$ cat config.mk
export PLATFORM = sky130hd
export DESIGN_NAME = film_slope_stability_detector_core
export DESIGN_NICKNAME = d
export VERILOG_FILES = /design/src/sv/fssd_pkg.sv /design/src/sv/fssd_window.sv /design/src/sv/fssd_judge.sv /design/src/sv/film_slope_stability_detector_core.sv
export SDC_FILE = /design/constraint.sdc
export NUM_CORES = 1
export LEC_CHECK = 0
export ABC_AREA = 1
export BUFFER_PORTS_ARGS = -buffer_cell sky130_fd_sc_hd__buf_2
export CORE_MARGIN = 3
export CORE_UTILIZATION = 30
export CTS_CLUSTER_DIAMETER = 100
export DETAILED_ROUTE_END_ITERATION = 7
export GPL_ROUTABILITY_DRIVEN = 0
export PLACE_DENSITY = 0.5
export SETUP_SLACK_MARGIN = 0.5
export SLEW_MARGIN = 40
export SYNTH_ARGS = -nofsm -noshare
export SYNTH_HDL_FRONTEND = slang
export SYNTH_HIERARCHICAL = 1
export SYNTH_SLANG_ARGS = --single-unit
$ cat constraint.sdc
create_clock -name aclk -period 8.8 [get_ports aclk]
set_clock_uncertainty 0.05 [all_clocks]
set_input_delay 1.32 -clock aclk [delete_from_list [all_inputs] [get_ports aclk]]
set_output_delay 1.32 -clock aclk [all_outputs]
set_load 0.01 [all_outputs]
$ cat src/sv/fssd_pkg.sv
// ============================================================================
// Film slope stability detector package
// Shared types, register indexes and fixed widths of the detector.
// ============================================================================
package fssd_pkg;

    localparam int TEMP_W = 16;
    localparam int DIFF_W = 17;
    localparam int CFG_W  = 16;
    localparam int RUN_W  = 16;
    localparam int IDX_W  = 2;

    // Command codes carried on the input tuser bit
    localparam logic CMD_SAMPLE = 1'b0;
    localparam logic CMD_CLEAR  = 1'b1;

    // Configuration register indexes
    localparam logic [IDX_W-1:0] REG_SLOPE_LIMIT   = 2'd0;
    localparam logic [IDX_W-1:0] REG_STABLE_NEEDED = 2'd1;
    localparam logic [IDX_W-1:0] REG_FILM_SETPOINT = 2'd2;

    // Register reset values
    localparam logic [CFG_W-1:0] SLOPE_LIMIT_RST   = 16'd5;
    localparam logic [CFG_W-1:0] STABLE_NEEDED_RST = 16'd10;
    localparam logic [CFG_W-1:0] FILM_SETPOINT_RST = 16'd26;

    localparam logic [RUN_W-1:0] RUN_MAX = 16'hFFFF;

    // Control and payload of one item between the window stage and the judge
    typedef struct packed {
        logic                     clear;      // clear command, no sample
        logic                     short_win;  // fewer than two samples held
        logic signed [DIFF_W-1:0] diff;       // mirror minus reference
    } stage_t;

endpackage

$ cat src/sv/fssd_window.sv
// ============================================================================
// Film slope detector sample window
// Ring memory of temperature differences with write pointer and fill flag;
// registers each accepted item together with the oldest held difference.
// ============================================================================
module fssd_window #(
    parameter int DEPTH = 16,
    parameter int AW    = $clog2(DEPTH)
) (
    input  logic                                aclk,
    input  logic                                aresetn,
    input  logic                                accept,
    input  logic                                cmd,
    input  logic signed [fssd_pkg::TEMP_W-1:0]  mirror_temp,
    input  logic signed [fssd_pkg::TEMP_W-1:0]  ref_temp,
    output fssd_pkg::stage_t                    stage,
    output logic signed [fssd_pkg::DIFF_W-1:0]  oldest,
    output logic [AW-1:0]                       span
);

    logic signed [fssd_pkg::DIFF_W-1:0] window_mem [DEPTH];

    logic [AW-1:0]                      wp_reg;
    logic [AW-1:0]                      wp_next;
    logic                               full_reg;
    logic                               full_next;
    logic                               wrap;
    logic [AW-1:0]                      rd_idx;
    logic signed [fssd_pkg::DIFF_W-1:0] diff;

    fssd_pkg::stage_t                   stage_reg;
    fssd_pkg::stage_t                   stage_next;
    logic signed [fssd_pkg::DIFF_W-1:0] oldest_reg;
    logic [AW-1:0]                      span_reg;
    logic [AW-1:0]                      span_next;

    assign diff = $signed({mirror_temp[fssd_pkg::TEMP_W-1], mirror_temp})
                - $signed({ref_temp[fssd_pkg::TEMP_W-1], ref_temp});

    assign wrap      = (wp_reg == AW'(DEPTH - 1));
    assign wp_next   = wrap ? '0 : wp_reg + AW'(1);
    assign full_next = full_reg | wrap;

    // oldest entry: slot zero until the ring wraps, then the slot after the newest
    assign rd_idx = full_next ? wp_next : '0;

    always_comb begin
        stage_next.clear     = (cmd == fssd_pkg::CMD_CLEAR);
        stage_next.short_win = !full_next && (wp_reg == '0);
        stage_next.diff      = diff;
        span_next            = full_next ? AW'(DEPTH - 1) : wp_reg;
    end

    always_ff @(posedge aclk) begin
        if (!aresetn) begin
            wp_reg   <= '0;
            full_reg <= 1'b0;
        end else if (accept) begin
            if (cmd == fssd_pkg::CMD_CLEAR) begin
                wp_reg   <= '0;
                full_reg <= 1'b0;
            end else begin
                wp_reg   <= wp_next;
                full_reg <= full_next;
            end
        end
    end

    always_ff @(posedge aclk) begin
        if (accept) begin
            stage_reg  <= stage_next;
            span_reg   <= span_next;
            oldest_reg <= window_mem[rd_idx];
            if (cmd != fssd_pkg::CMD_CLEAR) begin
                window_mem[wp_reg] <= diff;
            end
        end
    end

    assign stage  = stage_reg;
    assign oldest = oldest_reg;
    assign span   = span_reg;

endmodule

$ cat src/sv/fssd_judge.sv
// ============================================================================
// Film slope detector judge
// Slope test by cross-multiplication, stable run counter and result register.
// ============================================================================
module fssd_judge #(
    parameter int DEPTH = 16,
    parameter int AW    = $clog2(DEPTH)
) (
    input  logic                                aclk,
    input  logic                                aresetn,
    input  logic                                advance,
    input  fssd_pkg::stage_t                    stage,
    input  logic signed [fssd_pkg::DIFF_W-1:0]  oldest,
    input  logic [AW-1:0]                       span,
    input  logic [fssd_pkg::CFG_W-1:0]          slope_limit,
    input  logic [fssd_pkg::CFG_W-1:0]          stable_needed,
    input  logic [fssd_pkg::CFG_W-1:0]          film_setpoint,
    output logic                                stable,
    output logic signed [fssd_pkg::DIFF_W-1:0]  setpoint_out,
    output logic signed [fssd_pkg::DIFF_W-1:0]  temp_diff
);

    localparam int MAG_W = fssd_pkg::DIFF_W + 1;
    localparam int PW    = (fssd_pkg::CFG_W + AW > MAG_W + 4) ? fssd_pkg::CFG_W + AW
                                                              : MAG_W + 4;

    logic signed [MAG_W-1:0]            delta;
    logic [MAG_W-1:0]                   mag;
    logic [PW-1:0]                      mag10;
    logic [PW-1:0]                      lim_prod;
    logic                               slope_ok;

    logic [fssd_pkg::RUN_W-1:0]         run_reg;
    logic [fssd_pkg::RUN_W-1:0]         run_next;

    logic                               stable_reg;
    logic                               stable_next;
    logic signed [fssd_pkg::DIFF_W-1:0] setpoint_reg;
    logic signed [fssd_pkg::DIFF_W-1:0] diff_reg;
    logic signed [fssd_pkg::DIFF_W-1:0] diff_next;

    assign delta    = $signed({stage.diff[fssd_pkg::DIFF_W-1], stage.diff})
                    - $signed({oldest[fssd_pkg::DIFF_W-1], oldest});
    assign mag      = delta[MAG_W-1] ? MAG_W'(-delta) : MAG_W'(delta);
    assign mag10    = (PW'(mag) << 3) + (PW'(mag) << 1);
    assign lim_prod = PW'(slope_limit) * PW'(span);

    // with fewer than two samples the slope is zero
    assign slope_ok = stage.short_win ? (slope_limit != '0) : (mag10 < lim_prod);

    always_comb begin
        if (stage.clear) begin
            run_next = '0;
        end else if (slope_ok) begin
            run_next = (run_reg == fssd_pkg::RUN_MAX) ? run_reg : run_reg + 1'b1;
        end else begin
            run_next = '0;
        end
        stable_next = stage.clear ? 1'b0 : (run_next >= stable_needed);
        diff_next   = stage.clear ? '0 : stage.diff;
    end

    always_ff @(posedge aclk) begin
        if (!aresetn) begin
            run_reg <= '0;
        end else if (advance) begin
            run_reg <= run_next;
        end
    end

    always_ff @(posedge aclk) begin
        if (advance) begin
            stable_reg   <= stable_next;
            setpoint_reg <= -$signed({1'b0, film_setpoint});
            diff_reg     <= diff_next;
        end
    end

    assign stable       = stable_reg;
    assign setpoint_out = setpoint_reg;
    assign temp_diff    = diff_reg;

endmodule

$ cat src/sv/film_slope_stability_detector_core.sv
// ============================================================================
// Film slope stability detector core
// Windowed slope test on mirror/reference temperature differences with a
// stable-run counter; one result transfer for every input transfer.
// ============================================================================
// Each input transfer is a sample (tuser 0) or a clear command (tuser 1).
// A sample stores mirror minus reference in a ring window of WINDOW_DEPTH
// entries, compares newest minus oldest against the slope limit scaled by
// the number of held samples less one, and counts consecutive stable
// samples; the result reports stable once that count reaches stable_needed,
// together with the negated film setpoint and this sample's difference.
// The block takes one item per clock while the result side keeps up. The
// window stage writes the window memory and registers the oldest entry,
// read through its single read port; the judge stage does the slope test
// and run counter. Backpressure on the result side stalls both stages;
// the input stage keeps accepting while it is empty. Configuration writes
// are taken at any time but should land only while no item is in flight.
// ============================================================================
module film_slope_stability_detector_core #(
    parameter int WINDOW_DEPTH = 16
) (
    input  logic                              aclk,
    input  logic                              aresetn,

    // Input stream
    input  logic                              s_tvalid,
    output logic                              s_tready,
    input  logic [31:0]                       s_tdata,   // mirror_temp[15:0], ref_temp[31:16]
    input  logic                              s_tuser,   // command

    // Result stream
    output logic                              m_tvalid,
    input  logic                              m_tready,
    output logic [39:0]                       m_tdata,   // stable[0], setpoint_out[17:1],
                                                         // temp_diff[34:18], zero[39:35]

    // Configuration writes
    input  logic                              cfg_valid,
    output logic                              cfg_ready,
    input  logic [fssd_pkg::IDX_W-1:0]        cfg_index,
    input  logic [fssd_pkg::CFG_W-1:0]        cfg_data
);

    localparam int AW = $clog2(WINDOW_DEPTH);

    logic [fssd_pkg::CFG_W-1:0]          slope_limit_reg;
    logic [fssd_pkg::CFG_W-1:0]          stable_needed_reg;
    logic [fssd_pkg::CFG_W-1:0]          film_setpoint_reg;

    logic                                in_valid_reg;
    logic                                out_valid_reg;
    logic                                out_free;
    logic                                in_accept;
    logic                                advance;

    fssd_pkg::stage_t                    stage;
    logic signed [fssd_pkg::DIFF_W-1:0]  oldest;
    logic [AW-1:0]                       span;

    logic                                stable;
    logic signed [fssd_pkg::DIFF_W-1:0]  setpoint_out;
    logic signed [fssd_pkg::DIFF_W-1:0]  temp_diff;

    // Configuration: always ready, ignore indexes beyond the register list
    assign cfg_ready = 1'b1;

    always_ff @(posedge aclk) begin
        if (!aresetn) begin
            slope_limit_reg   <= fssd_pkg::SLOPE_LIMIT_RST;
            stable_needed_reg <= fssd_pkg::STABLE_NEEDED_RST;
            film_setpoint_reg <= fssd_pkg::FILM_SETPOINT_RST;
        end else if (cfg_valid) begin
            case (cfg_index)
                fssd_pkg::REG_SLOPE_LIMIT:   slope_limit_reg   <= cfg_data;
                fssd_pkg::REG_STABLE_NEEDED: stable_needed_reg <= cfg_data;
                fssd_pkg::REG_FILM_SETPOINT: film_setpoint_reg <= cfg_data;
                default: begin
                end
            endcase
        end
    end

    // Flow control: the result register frees when empty or taken; the input
    // stage takes a new transfer when it is empty or moving on
    assign out_free  = !out_valid_reg || m_tready;
    assign s_tready  = !in_valid_reg || out_free;
    assign in_accept = s_tvalid && s_tready;
    assign advance   = in_valid_reg && out_free;

    always_ff @(posedge aclk) begin
        if (!aresetn) begin
            in_valid_reg  <= 1'b0;
            out_valid_reg <= 1'b0;
        end else begin
            if (s_tready) begin
                in_valid_reg <= s_tvalid;
            end
            if (out_free) begin
                out_valid_reg <= in_valid_reg;
            end
        end
    end

    fssd_window #(
        .DEPTH (WINDOW_DEPTH),
        .AW    (AW)
    ) u_window (
        .aclk        (aclk),
        .aresetn     (aresetn),
        .accept      (in_accept),
        .cmd         (s_tuser),
        .mirror_temp (s_tdata[15:0]),
        .ref_temp    (s_tdata[31:16]),
        .stage       (stage),
        .oldest      (oldest),
        .span        (span)
    );

    fssd_judge #(
        .DEPTH (WINDOW_DEPTH),
        .AW    (AW)
    ) u_judge (
        .aclk          (aclk),
        .aresetn       (aresetn),
        .advance       (advance),
        .stage         (stage),
        .oldest        (oldest),
        .span          (span),
        .slope_limit   (slope_limit_reg),
        .stable_needed (stable_needed_reg),
        .film_setpoint (film_setpoint_reg),
        .stable        (stable),
        .setpoint_out  (setpoint_out),
        .temp_diff     (temp_diff)
    );

    assign m_tvalid = out_valid_reg;
    assign m_tdata  = {5'b0, temp_diff, setpoint_out, stable};

`ifndef SYNTHESIS
    // Input stalls only when both stages are full and the result is held
    assert property (@(posedge aclk) disable iff (!aresetn)
        !s_tready |-> (in_valid_reg && out_valid_reg && !m_tready))
        else $error("input stalled while a stage was free");

    // A clear command yields a result with stable low and zero difference
    assert property (@(posedge aclk) disable iff (!aresetn)
        (advance && stage.clear) |=> (m_tvalid && !stable && temp_diff == '0))
        else $error("clear result not zero");

    // A moving item always lands in the result register
    assert property (@(posedge aclk) disable iff (!aresetn)
        advance |=> out_valid_reg)
        else $error("item lost between stages");

    // Register write takes effect on the next cycle
    assert property (@(posedge aclk) disable iff (!aresetn)
        (cfg_valid && cfg_index == fssd_pkg::REG_SLOPE_LIMIT)
            |=> (slope_limit_reg == $past(cfg_data)))
        else $error("slope limit write lost");
`endif

endmodule

=== After elaboration in Yosys (flattened, before gate mapping) ===
Memories as Yosys holds them, arrays and structs flattened. A register that Yosys moved wholly into a read port is not among the register bits.
Index checks and enable logic that the tools add are counted.

* Add/sub/neg operators: 7
* $mul: 1
* Order comparisons: 2
* Equality and inequality tests: 4
* Muxes and demuxes: 12
* Bitwise operators: 1
* Reduce and logical (&&, ||, !) cells: 14

{| class="wikitable"
|+ Operator list
! cell !! number
|-
| two-way mux 16 bit || 3
|-
| adder 21 x 19 -> 22 bit || 1
|-
| < comparator 22 x 20 -> 1 bit || 1
|-
| multiplier 16 x 4 -> 20 bit || 1
|-
| two-way mux 18 bit || 1
|-
| negator 18 bit || 1
|-
| subtractor 17 x 17 -> 18 bit || 1
|-
| negator 16 -> 17 bit || 1
|-
| subtractor 16 x 16 -> 17 bit || 1
|-
| adder 16 x 1 -> 16 bit, second input constant || 1
|-
| == test 16 bit, second input constant || 1
|-
| >= comparator 16 bit || 1
|-
| nonzero test 16 bit || 1
|-
| two-way mux 4 bit || 3
|-
| AND reduction 2 bit || 3
|-
| two-way mux 1 bit || 5
|-
| adder 4 x 1 -> 4 bit, second input constant || 1
|-
| == test 4 bit, second input constant || 1
|-
| logical NOT 4 bit || 1
|-
| logical AND 1 bit || 3
|-
| logical NOT 1 bit || 3
|-
| == test 2 x 1 -> 1 bit, second input constant || 1
|-
| == test 2 bit, second input constant || 1
|-
| logical NOT 2 bit || 1
|-
| 2 further kinds || 3
|}

* Register bits: 129
* RAM bits: 272
* Output and inout bits: 43
* Memories: 1

{| class="wikitable"
|+ Memory list
! memory !! words !! width !! read ports !! clocked after memory_dff !! write ports !! RTL line !! source
|-
| u_window.window_mem || 16 || 17 || 1 || 1 || 1 || fssd_window.sv:21 || <nowiki>logic signed [fssd_pkg::DIFF_W-1:0] window_mem [DEPTH];</nowiki>
|}

=== Longest topological paths before layout ===
* Word-level depth: 9
* Mapped depth: 54
* Gate-level depth less buffers: 52

=== Cells and area by module ===
The synthesis kept the hierarchy.

{| class="wikitable"
|+ Modules (own cells, without submodules)
! module !! instances !! cells each !! area an instance (um2) !! seq. area each (um2)
|-
| fssd_window || 1 || 1,436 || 14,750.4 || 9,469.1
|-
| fssd_judge || 1 || 1,115 || 7,703.6 || 1,371.3
|-
| film_slope_stability_detector_core || 1 || 322 || 2,134.5 || 1,001.0
|}

=== Worst setup path before layout ===
No wires, ideal clock.

* Kind: reg2reg
* Start: reg u_window.stage_reg (netlist bit u_window/stage[3])
* End: reg u_judge.stable_reg (netlist: u_judge/stable), data pin
* Data arrival time: 6,243 ps
* Required time: 8,500 ps
* Slack: 2,258 ps
* Cell stages (with the launch flop): 51
* Buffers on the path: 2
* Clock period less this slack: 6,542 ps
* Path through: edfxtp_1 ha_1 nand2_2 nor2_2 nand3_1 nand3_2 nand2_1 nand2_1 nand2_1 nand2_1 clkbuf_1 nand2_1 xor2_1 inv_1 ha_1 fa_1 nand3_1 nand2_1 (+15 left out) buf_12 nand3_2 inv_1 ha_1 a21boi_0 o21a_1 o21ai_0 nand2_1 a21oi_1 nor2_1 o21ai_0 nand2_1 nand2_1 nand2_1 a21oi_1 o21ai_0 nand2_1 inv_1

* Cells in the longest elaborated chain, start to end: 9

{| class="wikitable"
|+ RTL lines
! item !! RTL line !! source
|-
| start, declared || fssd_window.sv:31 || <nowiki>fssd_pkg::stage_t stage_reg;</nowiki>
|-
| start signal, assigned || fssd_window.sv:71 || <nowiki>stage_reg <= stage_next;</nowiki>
|-
| subtractor 17 x 17 -> 18 bit (*) || fssd_judge.sv:43 || <nowiki>- $signed({oldest[fssd_pkg::DIFF_W-1], oldest});</nowiki>
|-
| negator 18 bit || fssd_judge.sv:44 || <nowiki>assign mag = delta[MAG_W-1] ? MAG_W'(-delta) : MAG_W'(delta);</nowiki>
|-
| two-way mux 18 bit (*) || fssd_judge.sv:44 ||
|-
| adder 21 x 19 -> 22 bit (*) || fssd_judge.sv:45 || <nowiki>assign mag10 = (PW'(mag) << 3) + (PW'(mag) << 1);</nowiki>
|-
| < comparator 22 x 20 -> 1 bit (*) || fssd_judge.sv:49 || <nowiki>assign slope_ok = stage.short_win ? (slope_limit != '0) : (mag10 < lim_prod);</nowiki>
|-
| two-way mux 1 bit (*) || fssd_judge.sv:49 ||
|-
| two-way mux 16 bit (*) || fssd_judge.sv:54 || <nowiki>end else if (slope_ok) begin</nowiki>
|-
| two-way mux 16 bit (*) || fssd_judge.sv:52 || <nowiki>if (stage.clear) begin</nowiki>
|-
| net u_judge.run_next (one bit) || fssd_judge.sv:34 || <nowiki>logic [fssd_pkg::RUN_W-1:0] run_next;</nowiki>
|-
| >= comparator 16 bit (*) || fssd_judge.sv:59 || <nowiki>stable_next = stage.clear ? 1'b0 : (run_next >= stable_needed);</nowiki>
|-
| end signal, assigned || fssd_judge.sv:73 || <nowiki>stable_reg <= stable_next;</nowiki>
|-
| end, declared || fssd_judge.sv:36 || <nowiki>logic stable_reg;</nowiki>
|}

Mark *: on every way through the listed nets, which the timed path passes. The rest lies on a longest branch.
A chain may end at the register's enable or synchronous reset.

=== Worst setup path after layout ===
* Start: reg u_window.stage_reg (netlist bit u_window/stage[11])
* End: reg u_judge.stable_reg (netlist: u_judge/stable), data pin

* Cells in the longest elaborated chain, start to end: 9

{| class="wikitable"
|+ RTL lines
! item !! RTL line
|-
| subtractor 17 x 17 -> 18 bit (*) || fssd_judge.sv:43
|-
| negator 18 bit || fssd_judge.sv:44
|-
| two-way mux 18 bit (*) || fssd_judge.sv:44
|-
| adder 21 x 19 -> 22 bit (*) || fssd_judge.sv:45
|-
| < comparator 22 x 20 -> 1 bit (*) || fssd_judge.sv:49
|-
| two-way mux 1 bit (*) || fssd_judge.sv:49
|-
| two-way mux 16 bit (*) || fssd_judge.sv:54
|-
| two-way mux 16 bit (*) || fssd_judge.sv:52
|-
| >= comparator 16 bit (*) || fssd_judge.sv:59
|}

Every way passes the cells marked *; elsewhere a longest branch is shown, timed or not.

==> qor.csv <==
stage;metric;value;unit
clock_network;buffers_inserted_by_post_cts_timing_repair;0;
route;detailroute.via_count;18671;
finish;syn2layout_area_growth;13.1;%
status;result_of_the_run;finished clean;
clock_network;cts.sinks;418;
floorplanning;die_y;292;µm
timing;setup_viol;0;
floorplanning;initial_core_util;30.4;%
power_and_ir_drop;finalPower;6100;µW
finish;antenna_cells_inserted;0;
synth;number_of_warnings_printed_during_yosys_synthesis;6;
floorplanning;num_rows;104;
critical_path;cpMostUsedCell;sky130_fd_sc_hd__nand2_1;
placement;postPlaceCellArea;26100;µm²
finish;finalNetCount;3130;
global_routing;track_usage;15.1;%
synth;yosys-top-cells-area;sky130_fd_sc_hd__edfxtp_1, sky130_fd_sc_hd__inv_1, sky130_fd_sc_hd__nand2_1;
clock_network;root_buffer;sky130_fd_sc_hd__clkbuf_16;
clock_network;number_of_h_tree_branching_levels;2;
timing;finalMaxSlewViolations;0;
timing;rsz0062_at_grt;false;
route;drt_iter0_markers;1145;
synth;post-synth-top-area-cell;sky130_fd_sc_hd__edfxtp_1;
finish;post-route-util;34.4;%
synth;yosysSeqAreaShare;48.2;%
synth;postSynthRegisterBits;418;
critical_path;crit_path_start_kind;register;
finish;filler_cell_count;8342;
global_routing;antenna_found_initial;2;
synth;synth-main-ff-cell;sky130_fd_sc_hd__edfxtp_1;
power_and_ir_drop;power_dens_cells;219;nW/µm²
synth;yosysUniqueCellTypes;52;
critical_path;critical_path.max_fanout;16;
synth;postSynthCellCount;2873;
clock_network;clkTransAtPathRegs;0.06;ns
timing;hold_viol_final;0;
worst_hold_path;hold_class;reg -> reg;
synth;syn_area_cell;8.56;µm²
floorplanning;coreArea;80800;µm²
timing;finalSetupTns;0;ns
route;detail_route.first_pass.iterations;5;
timing;maxClockFrequency;138;MHz
timing;max_slew_margin;42.0;%
global_routing;grt_start_max_net_pins;88;
global_routing;grt_ovf;0;
floorplanning;ioPinCount;99;
critical_path;ff2ff_setup_slack;1.58;ns
route;ant_nets;0;
critical_path;critPathCaptureType;register;
clock_network;post_cts_resize_count;0;
route;vias_per_cell;4.64;
timing;final_min_period_over_clock_period;82.1;%
critical_path;critPathMaxStageDelay;0.42;ns
power_and_ir_drop;peakVddDrop;0.177;mV
synth;post_syn_area;24600;µm²
route;route.detailed.drc;0;
finish;post_route_cells_drive_above_1_share;9.55;%
finish;largest_register_ffs;272;
timing;tightestPinTransition;0.869;ns
power_and_ir_drop;power.leakage;0.0128;µW
floorplanning;design.die.area;85400;µm²
critical_path;timing_worst_setup_path_type;reg -> reg;
floorplanning;die_w;292;µm
clock_network;max-clock-path-buffers;3;
placement;dp.final_hpwl;42.0;mm
synth;synth_top_area_share;42.4;%
route;detail_route.wl_per_cell;16.2;µm
clock_network;worst_skew_pair.late_latency;0.62;ns
global_routing;grt_first_pass_wirelength;103;mm
job;maxCapViolCount;0;
synth;share_of_synthesized_registers_carrying_an_async_set_or_reset;0;%
clock_network;post_cts_hold_buffer_count;0;
clock_network;cts_tree;built;
critical_path;cp_data_required_time;9.11;ns
global_routing;via_count_of_the_first_global_routing_pass;17907;
finish;finish.instance_area;27800;µm²
critical_path;cp_top_family;simple AND/OR/NAND/NOR gates;
timing;timing.final.crit_period;7.22;ns
synth;synth_edf_count;347;
critical_path;critical_path.slowest_cell;sky130_fd_sc_hd__fa_1;
placement;portBuffers;92;
clock_network;cts-buffers-inserted;48;
route;postRouteWirelength;65.2;mm
critical_path;crit_arrival;7.53;ns
critical_path;critPathBufInv;4;
==> worst paths after layout <==
| kind | startpoint | to | cells after the start |
|---|---|---|---|
| setup reg to reg | u_window/stage[11] | u_judge/stable | 48 |
| hold reg to reg | film_setpoint_reg[3] | film_setpoint_reg[3] | 2 |
| setup / recovery | u_window/stage[11] | u_judge/stable | 48 |
| hold / removal | film_setpoint_reg[3] | film_setpoint_reg[3] | 2 |
==> cell usage after synthesis, types with 25 or more instances <==
cell	n
sky130_fd_sc_hd__dfxtp_1	71
sky130_fd_sc_hd__ha_1	115
sky130_fd_sc_hd__buf_2	37
sky130_fd_sc_hd__a21oi_1	103
sky130_fd_sc_hd__inv_1	604
sky130_fd_sc_hd__clkbuf_1	49
sky130_fd_sc_hd__nand4_1	153
sky130_fd_sc_hd__nor3_1	25
sky130_fd_sc_hd__edfxtp_1	347
sky130_fd_sc_hd__nor2_1	176
sky130_fd_sc_hd__xor2_1	48
sky130_fd_sc_hd__nand2_1	556
sky130_fd_sc_hd__o21ai_0	46
sky130_fd_sc_hd__nand3_1	331
sky130_fd_sc_hd__fa_1	31
==> per-layer routing <==
| layer | share of wire (%) | vias up | track usage (%) |
|---|---|---|---|
| met1 | 46 | 8801 | 20.1 |
| li1 | - | 9479 | - |
| met2 | 48 | 321 | 25.8 |
| met5 | 0.020 | - | 0 |
| met4 | 1.9 | 2 | 3.72 |
| met3 | 4.1 | 68 | 2.24 |
==> area by class of cell <==
class | count | area [µm²] | share of cell area [%]
clock buffer | 63 | 1300 | 4.67
clock inverter | 23 | 259 | 0.932
inverter | 608 | 2290 | 8.24
multi-input combinational | 1726 | 9950 | 35.8
sequential | 418 | 11800 | 42.6
tap | 1060 | 1330 | 4.77
timing repair buffer | 126 | 832 | 2.99
==> per-stage QoR <==
stage / hold slack, ns / worst slack (ns) / instances
floorplan: 0.392 / 2.26 / 2877
global placement: 0.403 / 1.60 / 3931
detailed placement: 0.419 / 1.55 / 3934
CTS: 0.434 / 1.52 / 4020
global route: 0.460 / 0.574 / 4024
finish: 0.435 / 1.58 / 4024
==> tightest hold or removal path, cell delays in order (launching register included) <==
cell and delay [ns]:
sky130_fd_sc_hd__dfxtp_1 0.32, sky130_fd_sc_hd__nand2_1 0.06, sky130_fd_sc_hd__nand3_1 0.05
==> report_power, final <==
part           switching [µW]  internal, µW
Sequential               38.1          2260
Clock                     843          1140
Combinational            1130           685
Total                    2010          4090
==> layout by cell type (no fill, tap or decap), types with 6 or more instances in the layout <==
cell type / n
sky130_fd_sc_hd__a21oi_1: 102
sky130_fd_sc_hd__buf_4: 25
sky130_fd_sc_hd__conb_1: 6
sky130_fd_sc_hd__nor3_1: 25
sky130_fd_sc_hd__nor2_2: 12
sky130_fd_sc_hd__clkinv_2: 8
sky130_fd_sc_hd__edfxtp_1: 347
sky130_fd_sc_hd__a21oi_2: 11
sky130_fd_sc_hd__nand4_1: 153
sky130_fd_sc_hd__nor2_1: 159
sky130_fd_sc_hd__nand3_2: 18
sky130_fd_sc_hd__ha_1: 115
sky130_fd_sc_hd__dfxtp_1: 70
sky130_fd_sc_hd__fa_1: 31
sky130_fd_sc_hd__nor4_1: 7
sky130_fd_sc_hd__o21ai_0: 46
sky130_fd_sc_hd__buf_2: 92
sky130_fd_sc_hd__nor2_4: 11
sky130_fd_sc_hd__xnor2_1: 23
sky130_fd_sc_hd__clkbuf_1: 12
sky130_fd_sc_hd__inv_1: 602
sky130_fd_sc_hd__clkinv_1: 7
sky130_fd_sc_hd__nand2_1: 556
sky130_fd_sc_hd__xor2_1: 48
sky130_fd_sc_hd__clkbuf_16: 49
sky130_fd_sc_hd__nand2_2: 20
sky130_fd_sc_hd__nand3_1: 328
==> kinds of logic after synthesis <==
logic type,count (synthesis),synth area share (%)
XOR/XNOR,71,2.53
other,2,0.0305
AND/OR/NAND/NOR,1305,24.3
buffers and inverters,733,12.0
adder cells (fa/ha/maj),146,8.38
AO/OA/AOI/OAI,197,4.62
multiplexers,1,0.0407
flip-flops,418,48.2
Note: power is estimated with default switching activity, not from simulation.
